`src/sv/psu_pkg.sv`:
```
// ----------------------------------------------------------------------------
// psu_pkg: shared types and constants for the packed sample unpacker
// Sample widths, masks, the job record passed from front to back, and the
// default depth of the job queue.
// ----------------------------------------------------------------------------
package psu_pkg;

  localparam int WORD_W      = 16;
  localparam int SAMPLE_W    = 14;
  localparam int RES_CNT_W   = 4;
  localparam int ACC_W       = 29;   // up to 13 held bits above one 16-bit word
  localparam int SHIFT_W     = 5;

  localparam logic [RES_CNT_W-1:0] MAX_HELD = 4'd13;

  localparam logic [SAMPLE_W-1:0] MASK12 = 14'h0fff;
  localparam logic [SAMPLE_W-1:0] MASK14 = 14'h3fff;

  localparam logic MODE_12 = 1'b0;
  localparam logic MODE_14 = 1'b1;

  localparam int QUEUE_DEPTH = 2;

  // One classified word: its first sample, an optional second sample.
  typedef struct packed {
    logic [SAMPLE_W-1:0] sample0;
    logic [SAMPLE_W-1:0] sample1;
    logic                two;
  } psu_job_t;

endpackage

```
`src/sv/psu_front.sv`:
```
// ----------------------------------------------------------------------------
// psu_front: word intake and classification
// Swaps the word's bytes, joins it to the held bits, cuts out one or two
// samples at the configured width and keeps the leftover bits.
// ----------------------------------------------------------------------------
module psu_front
  import psu_pkg::*;
(
  input  logic              clk,
  input  logic              rst_n,
  input  logic              cfg_wr_en,
  input  logic              cfg_wr_data,
  input  logic              accept,
  input  logic [WORD_W-1:0] packed_word,
  input  logic              strip_end,
  output psu_job_t          job,
  output logic              job_push
);

  logic                 mode_r, mode_nxt;
  logic [SAMPLE_W-1:0]  res_bits_r, res_bits_nxt;
  logic [RES_CNT_W-1:0] res_cnt_r, res_cnt_nxt;

  logic [WORD_W-1:0]    word;
  logic [RES_CNT_W-1:0] held;
  logic [SAMPLE_W-1:0]  held_mask;
  logic [SAMPLE_W-1:0]  held_bits;
  logic [ACC_W-1:0]     acc;
  logic [SHIFT_W-1:0]   held5;
  logic [SHIFT_W-1:0]   sh0, sh1, rem;
  logic [ACC_W-1:0]     tmp0, tmp1;
  logic [SAMPLE_W-1:0]  smask, rem_mask;
  logic                 two;

  always_comb begin
    word      = {packed_word[7:0], packed_word[15:8]};
    held      = (res_cnt_r > MAX_HELD) ? MAX_HELD : res_cnt_r;
    held5     = {1'b0, held};
    held_mask = (14'h0001 << held) - 14'h0001;
    held_bits = res_bits_r & held_mask;
    acc       = {held_bits[12:0], word};

    if (mode_r == MODE_14) begin
      smask = MASK14;
      two   = (held5 >= 5'd12);
      sh0   = held5 + 5'd2;
      sh1   = two ? (held5 - 5'd12) : 5'd0;
    end else begin
      smask = MASK12;
      two   = (held5 >= 5'd8);
      sh0   = held5 + 5'd4;
      sh1   = two ? (held5 - 5'd8) : 5'd0;
    end

    tmp0 = acc >> sh0;
    tmp1 = acc >> sh1;
    rem  = two ? sh1 : sh0;
    rem_mask = (14'h0001 << rem[RES_CNT_W-1:0]) - 14'h0001;

    job.sample0 = tmp0[SAMPLE_W-1:0] & smask;
    job.sample1 = tmp1[SAMPLE_W-1:0] & smask;
    job.two     = two;
    job_push    = accept;

    mode_nxt     = cfg_wr_en ? cfg_wr_data : mode_r;
    res_bits_nxt = res_bits_r;
    res_cnt_nxt  = res_cnt_r;
    if (accept) begin
      // drop leftover bits at the end of a strip
      if (strip_end) begin
        res_bits_nxt = '0;
        res_cnt_nxt  = '0;
      end else begin
        res_bits_nxt = acc[SAMPLE_W-1:0] & rem_mask;
        res_cnt_nxt  = rem[RES_CNT_W-1:0];
      end
    end
  end

  always_ff @(posedge clk) begin
    if (!rst_n) begin
      mode_r     <= MODE_12;
      res_bits_r <= '0;
      res_cnt_r  <= '0;
    end else begin
      mode_r     <= mode_nxt;
      res_bits_r <= res_bits_nxt;
      res_cnt_r  <= res_cnt_nxt;
    end
  end

endmodule

```
`src/sv/psu_queue.sv`:
```
// ----------------------------------------------------------------------------
// psu_queue: job queue between front and back
// Small circular buffer of classified words; each side stalls on its own.
// ----------------------------------------------------------------------------
module psu_queue
  import psu_pkg::*;
#(
  parameter int DEPTH = QUEUE_DEPTH
)
(
  input  logic     clk,
  input  logic     rst_n,
  input  logic     push,
  input  psu_job_t wr_job,
  input  logic     pop,
  output psu_job_t head,
  output logic     full,
  output logic     empty
);

  localparam int PTR_W = (DEPTH > 1) ? $clog2(DEPTH) : 1;
  localparam int CNT_W = $clog2(DEPTH + 1);
  localparam logic [PTR_W-1:0] LAST_PTR = PTR_W'(DEPTH - 1);
  localparam logic [CNT_W-1:0] FULL_CNT = CNT_W'(DEPTH);

  psu_job_t         slot_r [DEPTH];
  logic [PTR_W-1:0] wr_ptr_r, wr_ptr_nxt;
  logic [PTR_W-1:0] rd_ptr_r, rd_ptr_nxt;
  logic [CNT_W-1:0] cnt_r, cnt_nxt;
  logic             do_push, do_pop;

  always_comb begin
    full    = (cnt_r == FULL_CNT);
    empty   = (cnt_r == '0);
    do_push = push && !full;
    do_pop  = pop && !empty;
    head    = slot_r[rd_ptr_r];

    wr_ptr_nxt = wr_ptr_r;
    rd_ptr_nxt = rd_ptr_r;
    cnt_nxt    = cnt_r;
    if (do_push) begin
      wr_ptr_nxt = (wr_ptr_r == LAST_PTR) ? '0 : wr_ptr_r + 1'b1;
    end
    if (do_pop) begin
      rd_ptr_nxt = (rd_ptr_r == LAST_PTR) ? '0 : rd_ptr_r + 1'b1;
    end
    if (do_push && !do_pop) begin
      cnt_nxt = cnt_r + 1'b1;
    end else if (do_pop && !do_push) begin
      cnt_nxt = cnt_r - 1'b1;
    end
  end

  always_ff @(posedge clk) begin
    if (do_push) begin
      slot_r[wr_ptr_r] <= wr_job;
    end
  end

  always_ff @(posedge clk) begin
    if (!rst_n) begin
      wr_ptr_r <= '0;
      rd_ptr_r <= '0;
      cnt_r    <= '0;
    end else begin
      wr_ptr_r <= wr_ptr_nxt;
      rd_ptr_r <= rd_ptr_nxt;
      cnt_r    <= cnt_nxt;
    end
  end

endmodule

```
`src/sv/psu_back.sv`:
```
// ----------------------------------------------------------------------------
// psu_back: sample sequencer
// Walks the head job one sample per transfer and retires it after its last.
// ----------------------------------------------------------------------------
module psu_back
  import psu_pkg::*;
(
  input  logic                clk,
  input  logic                rst_n,
  input  psu_job_t            head,
  input  logic                q_empty,
  input  logic                pop,
  output logic                q_pop,
  output logic                empty,
  output logic [SAMPLE_W-1:0] sample,
  output logic                last_of_run
);

  logic idx_r, idx_nxt;
  logic xfer;

  always_comb begin
    empty       = q_empty;
    xfer        = pop && !q_empty;
    sample      = idx_r ? head.sample1 : head.sample0;
    last_of_run = !head.two || idx_r;
    q_pop       = xfer && last_of_run;

    idx_nxt = idx_r;
    if (xfer) begin
      // advance to the second sample, or back to the first on retire
      idx_nxt = !last_of_run;
    end
  end

  always_ff @(posedge clk) begin
    if (!rst_n) begin
      idx_r <= 1'b0;
    end else begin
      idx_r <= idx_nxt;
    end
  end

endmodule

```
`src/sv/packed_sample_unpacker_top.sv`:
```
// ----------------------------------------------------------------------------
// packed_sample_unpacker_top: 12/14-bit MSB-first raw sample unpacker
//
//   channel  ports                                    handshake
//   input    in_packed_word, in_strip_end             push / full
//   result   out_sample, out_last_of_run              pop / empty
//   config   cfg_wr_data                              cfg_wr_en
//
// A word is taken in any cycle the job queue has room; into an empty queue
// it shows up as a result in the next cycle. The back end sends one sample
// per cycle while pop is high and a job waits, so words with two samples
// slow the sustained word rate; the output sample rate is the limit. Reset
// is synchronous. Front and back stall independently through the job queue.
// ----------------------------------------------------------------------------
module packed_sample_unpacker_top
  import psu_pkg::*;
#(
  parameter int QDEPTH = QUEUE_DEPTH
)
(
  input  logic                clk,
  input  logic                rst_n,
  input  logic                cfg_wr_en,
  input  logic                cfg_wr_data,
  input  logic                push,
  output logic                full,
  input  logic [WORD_W-1:0]   in_packed_word,
  input  logic                in_strip_end,
  output logic                empty,
  input  logic                pop,
  output logic [SAMPLE_W-1:0] out_sample,
  output logic                out_last_of_run
);

  psu_job_t job;
  psu_job_t head;
  logic     job_push;
  logic     q_pop;
  logic     q_empty;

  psu_front u_front (
    .clk         (clk),
    .rst_n       (rst_n),
    .cfg_wr_en   (cfg_wr_en),
    .cfg_wr_data (cfg_wr_data),
    .accept      (push && !full),
    .packed_word (in_packed_word),
    .strip_end   (in_strip_end),
    .job         (job),
    .job_push    (job_push)
  );

  psu_queue #(
    .DEPTH (QDEPTH)
  ) u_queue (
    .clk    (clk),
    .rst_n  (rst_n),
    .push   (job_push),
    .wr_job (job),
    .pop    (q_pop),
    .head   (head),
    .full   (full),
    .empty  (q_empty)
  );

  psu_back u_back (
    .clk         (clk),
    .rst_n       (rst_n),
    .head        (head),
    .q_empty     (q_empty),
    .pop         (pop),
    .q_pop       (q_pop),
    .empty       (empty),
    .sample      (out_sample),
    .last_of_run (out_last_of_run)
  );

`ifndef SYNTHESIS
  a_reset_clears: assert property (@(posedge clk)
    !rst_n |=> (empty && !full))
    else $error("queue not cleared by reset");

  a_push_shows: assert property (@(posedge clk) disable iff (!rst_n)
    (push && !full && empty) |=> !empty)
    else $error("accepted word did not reach the result side");

  a_second_sample: assert property (@(posedge clk) disable iff (!rst_n)
    (pop && !empty && !out_last_of_run) |=> (!empty && out_last_of_run))
    else $error("second sample of a word missing");
`endif

endmodule

```
`config.mk`:
```
export PLATFORM = sky130hd
export DESIGN_NAME = packed_sample_unpacker_top
export DESIGN_NICKNAME = d
export VERILOG_FILES = /design/src/sv/psu_pkg.sv /design/src/sv/psu_front.sv /design/src/sv/psu_queue.sv /design/src/sv/psu_back.sv /design/src/sv/packed_sample_unpacker_top.sv
export SDC_FILE = /design/constraint.sdc
export NUM_CORES = 1
export LEC_CHECK = 0
export ABC_AREA = 1
export BUFFER_PORTS_ARGS = -buffer_cell sky130_fd_sc_hd__buf_4
export CAP_MARGIN = 10
export CELL_PAD_IN_SITES_DETAIL_PLACEMENT = 0
export CELL_PAD_IN_SITES_GLOBAL_PLACEMENT = 1
export CORE_ASPECT_RATIO = 0.5
export CORE_MARGIN = 2
export CORE_UTILIZATION = 50
export CTS_BUF_LIST = sky130_fd_sc_hd__clkbuf_2
export DETAILED_ROUTE_END_ITERATION = 8
export PLACE_DENSITY_LB_ADDON = 0.1
export SYNTH_ARGS = -nofsm -noshare
export SYNTH_HDL_FRONTEND = slang
export SYNTH_HIERARCHICAL = 1
export SYNTH_SLANG_ARGS = --single-unit
```
`constraint.sdc`:
```
create_clock -name clk -period 6.7 [get_ports clk]
set_clock_uncertainty 0.2 [all_clocks]
set_input_delay 1.005 -clock clk [delete_from_list [all_inputs] [get_ports clk]]
set_output_delay 1.005 -clock clk [all_outputs]
set_load 0.05 [all_outputs]
```
# Yosys cells after proc, flatten, opt, wreduce, memory -nomap -nowiden
# Memory sizes are Yosys's and may differ from the RTL's. A register that Yosys moved wholly into a read port is not among the register bits.
# Cells that the tools add are included.
# word_totals
ff_bits,23
latch_bits,0
ram_bits,58
mem_bits_ro,0
in_bits,23
out_inout_bits,17
elab_cells,65
n_memories,1
# memory_table
memory,words,word_bits,rd,rd_clocked_by_memory_dff,write_ports,line,text
u_queue.slot_r,2,29,1,1,1,psu_queue.sv:26,psu_job_t slot_r [DEPTH];
# classes
add_sub_neg,10
mul,0
div,0
n_lt_le_gt_ge,3
n_eq_ne,1
shifts,4
muxes,19
bitwise_logic,4
reduce_logical,16
# ops
cell,n
>> shifter 29 x 5 -> 14 bit,2
bitwise AND 14 bit,2
2-to-1 mux 14 bit,2
bitwise AND 13 bit,2
"<< shifter 1 x 4 -> 13 bit, first input constant",2
"subtractor 13 x 1 -> 13 bit, second input constant",2
2-to-1 mux 5 bit,4
2-to-1 mux 13 bit,1
2-to-1 mux 4 bit,3
"subtractor 4 x 4 -> 5 bit, second input constant",2
">= comparator 4 bit, second input constant",2
logical AND 1 bit,7
2-to-1 mux 1 bit,7
zero test 1 bit,6
"adder 4 x 2 -> 5 bit, second input constant",1
"adder 4 x 3 -> 5 bit, second input constant",1
"greater-than comparator 4 bit, second input constant",1
2-to-1 mux 2 bit,2
"adder 1 bit, second input constant",2
"adder 2 x 1 -> 2 bit, second input constant",1
"equality test 2 bit, second input constant",1
zero test 2 bit,1
nonzero test 2 bit,1
"subtractor 2 x 1 -> 2 bit, second input constant",1
logical OR 1 bit,1

# Longest topological paths before layout
# logic_depth
word_depth,10
ltp_mapped,21
ltp_nobuf,19

# By module
# The synthesis kept the hierarchy.
# modules_own_cells
mod,instances,cells_each,area_each_um2,seq_area_each_um2
psu_front,1,768,3940.0,360.3
psu_queue,1,128,2378.5,1841.8
psu_back,1,57,262.8,20.0
packed_sample_unpacker_top,1,2,10.0,0.0

# Least setup slack after synthesis
# Ideal clock, no wire load.
# synth_timing
path_kind,input-to-reg
from,in push
to,"mem u_queue/slot_r[1][0] in the netlist's numbering, enable pin"
setup_ns,0.415
arrival_time_ns,2.538
required_time_ns,6.085
slack_ns,3.547
stages,5
path_buffers,1
path_cell_list,inv_1 > nor2_2 > buf_4 > o21ai_2 > nor2_1
# synth_between
elab_chain_len,4
# synth_rtl
item,line,text
from (decl),packed_sample_unpacker_top.sv:25,"input logic push,"
logical AND 1 bit,packed_sample_unpacker_top.sv:46,".accept (push && !full),"
via job_push,packed_sample_unpacker_top.sv:37,logic job_push;
logical AND 1 bit,psu_queue.sv:35,do_push = push && !full;
2-to-1 mux 1 bit,psu_queue.sv:56,if (do_push) begin
2-to-1 mux 1 bit (implied by the code),psu_queue.sv:57,slot_r[wr_ptr_r] <= wr_job;
to (decl),psu_queue.sv:26,
# The timed path passes the listed nets, and every way through them passes these cells.

==> impl_metrics.py <==
metrics = {
    "outcome": {
        "status": "complete, no violations",
    },
    "finish": {
        "multiInputGateArea_sq_mm": 0.003804,
        "diodes": 0,
        "seq_area_sq_mm": 0.002222,
        "fillers": 1302,
        "final_nets": 991,
        "area_growth_pct": 6.207,
        "drive_above_1_share_pct": 14.70,
    },
    "floorplan": {
        "start_util_pct": 51.61,
        "placementRows": 29,
        "die_width_um": 166.4,
        "dieHeight_um": 85.19,
        "die_area_sq_mm": 0.01417,
        "ioPinCount": 40,
        "core_area_sq_mm": 0.01277,
    },
    "synth": {
        "synthTopCellsByArea": "edfxtp_1 26%, nand2_1 18%, nand3_1 7.7%",
        "synthArstFlopShare_pct": 0,
        "postSynthCellCount": 955,
        "yosys.cell_types.count": 46,
        "syn-cell-area_sq_mm": 0.006591,
        "avgSynthCellArea_sq_um": 6.902,
        "synth.most_common_cell": "nand2_1",
        "synth-seq-area-share_pct": 33.71,
        "yosysTopAreaCell": "edfxtp_1",
        "synth-edff-count": 58,
        "yosys_register_bits": 82,
        "synth_top_area_share_pct": 26.42,
        "synth_top_cells_by_count": "309 x nand2_1, 102 x nand3_1, 69 x o21ai_0",
        "synth_flop_cell": "edfxtp_1",
        "syn-num-nets": 985,
        "ys_warn_count": 6,
    },
    "drt": {
        "routed_via_density": 5.774,
        "drtAntennaViolNets": 0,
        "drt_iter0_drc": 804,
        "num_vias": 6559,
        "avgRoutedWirePerCell_um": 18.17,
        "drc": 0,
        "first_pass_iters": 5,
        "wl_um": 20640,
    },
    "place": {
        "dp_hpwl_um": 15660,
        "port_buffers": 39,
        "place_ws_ps": 2747,
        "routabilityCongestion": 0.9528,
    },
    "global_route": {
        "grt_max_degree": 41,
        "grt_first_pass_wirelength_um": 32000,
        "grt_pass1_vias": 5780,
        "antenna_found_initial": 0,
        "grt-ovfl-total": 0,
        "grt_use_total_pct": 29.30,
    },
    "worst_setup_path": {
        "cpMaxStageDelayCell": "nor2_4",
        "rrSetupSlack_ps": 2620,
        "path_buf_inv": 2,
        "worstPathMaxFanout": 36,
        "cp_top_family": "simple AND/OR/NAND/NOR gates",
        "startpoint": "u_front/res_cnt_r[2]",
        "slowest_delay_ps": 540,
        "start_kind": "register",
        "arrival_ps": 4240,
        "cp-end-kind": "register",
        "r2r-start": "u_front/res_cnt_r[2]",
        "worstPathCellList": "ha_1, nand2_2, inv_2, nor2_4, inv_2, nand3_1, ha_1, nand3_1, nor2_2, nand2_1, nand2_1, nand3_1, nand2_1, o21ai_0, nand2_1, a21oi_1, o21ai_0",
        "rr_endpoint": "u_queue/slot_r[1][22]",
        "crit_end": "u_queue/slot_r[1][22]",
        "path_depth": 17,
        "r2r_cells": 17,
        "crit_top_cell": "nand2_1",
        "cp.required_ps": 6860,
        "critPathKind": "reg -> reg",
    },
    "clock_tree": {
        "htreeDepth": 3,
        "clkTransAtPathRegs_ps": 280,
        "cts_max_path_buffers": 2,
        "post-cts-setup-buffers": 0,
        "cts_buffers": 9,
        "cts-resized-gates": 0,
        "clock_latency_ps": 570,
        "tritoncts": "yes",
        "clock-root-buffer": "clkbuf_2",
        "clock-sinks": 82,
        "hold_buffers": 0,
    },
    "sta": {
        "min_period_ps": 4082,
        "fin_ws_ps": 2618,
        "whs_ps": 290.9,
        "drv_slew": 0,
        "slew-limit-headroom_pct": 44.99,
        "hold_viol": 0,
        "timing.fmax_ghz": 0.2450,
        "fin_crit_sh_pct": 60.92,
        "tightest_slew_ps": 825.1,
        "finalSetupViolCount": 0,
        "rsz0062_at_grt": "no",
        "tns_ps": 0,
    },
    "pwr": {
        "fin_total_pwr_mw": 1.876,
        "power_density_mw_per_mm2": 268.0,
        "power.leakage_nw": 3.100,
        "irDropWorstVdd_v": 0.0003725,
    },
    "min_path": {
        "hp-class": "reg -> reg",
        "hold_start": "u_front/res_bits_r[1]",
    },
    "job": {
        "maxCapViolCount": 0,
    },
}
## layer usage
metal	share of wire [%]	track usage (%)
met2	40	41.25
met5	0	0
met4	0.99	5.564
met3	10	6.297
met1	49	45.93
## registers in the layout (all words and copies together) (netlist names), named ones only
register            cells
u_queue/rd_ptr_r        1
u_front/res_cnt_r       4
u_back/idx_r            1
u_queue/cnt_r           2
u_queue/wr_ptr_r        1
u_queue/slot_r         58
u_front/res_bits_r     13
u_front/mode_r          1
## worst register-to-register path, delay by kind of cell, from the launching register on
kind,cells,cell delay [ps]
compound gates,3,610
buf+inv,2,480
flops,1,450
simple gates,10,1690
fa+ha+maj,2,480
## metrics by stage
step           util (%)  instances  cell area (sq um)
4_1_cts           54.81       1136               7000
3_3_place_gp      53.93       1120               6888
2_1_floorplan         -        955               6591
3_5_place_dp      53.93       1120               6888
5_1_grt           54.81       1136               7000
6_report          54.81       1136               7000
## cell families after synthesis
kind of cell	count (synthesis)	share of synthesized area, %
compound gates	177	14.77
simple gates	519	34.34
fa+ha+maj	7	1.329
mux	34	6.283
buf+inv	130	8.770
flops	82	33.71
xor+xnor	6	0.7973
## worst min path at each step
stage | end | cells after the start | slack [ps]
final | u_front/res_bits_r[1] | 2 | 290
after global routing | u_front/res_bits_r[8] | 2 | 320
after CTS | u_front/res_bits_r[8] | 2 | 290
after detailed placement | u_front/res_bits_r[8] | 2 | 270
after global placement | u_front/res_bits_r[1] | 2 | 260
after floorplan | u_front/res_bits_r[1] | 2 | 250
## final cells by class
class	count	area share, %
Sequential cell	82	31.74
Clock inverter	7	0.9651
Timing Repair Buffer	46	4.933
Multi-Input combinational cell	743	54.33
Inverter	79	4.343
Tap cell	170	3.038
Clock buffer	9	0.6434
## where the power goes
group | total (mW) | switching (mW) | internal (mW)
sequential | 0.713 | 0.0450 | 0.668
combinational | 0.891 | 0.611 | 0.281
clock | 0.272 | 0.210 | 0.0619
## cell usage in the layout, fill, tap and decap left out, drive strengths merged, types with 14 or more instances in the layout
master	netlist	final
buf	32	46
nor2	59	59
o21ai	119	119
o211ai	14	14
dfxtp	24	24
a21oi	37	37
mux2	29	29
inv	77	83
nand3	103	103
nand4	16	16
edfxtp	58	58
nand2	319	319
Note: power is estimated with default switching activity, not from simulation.
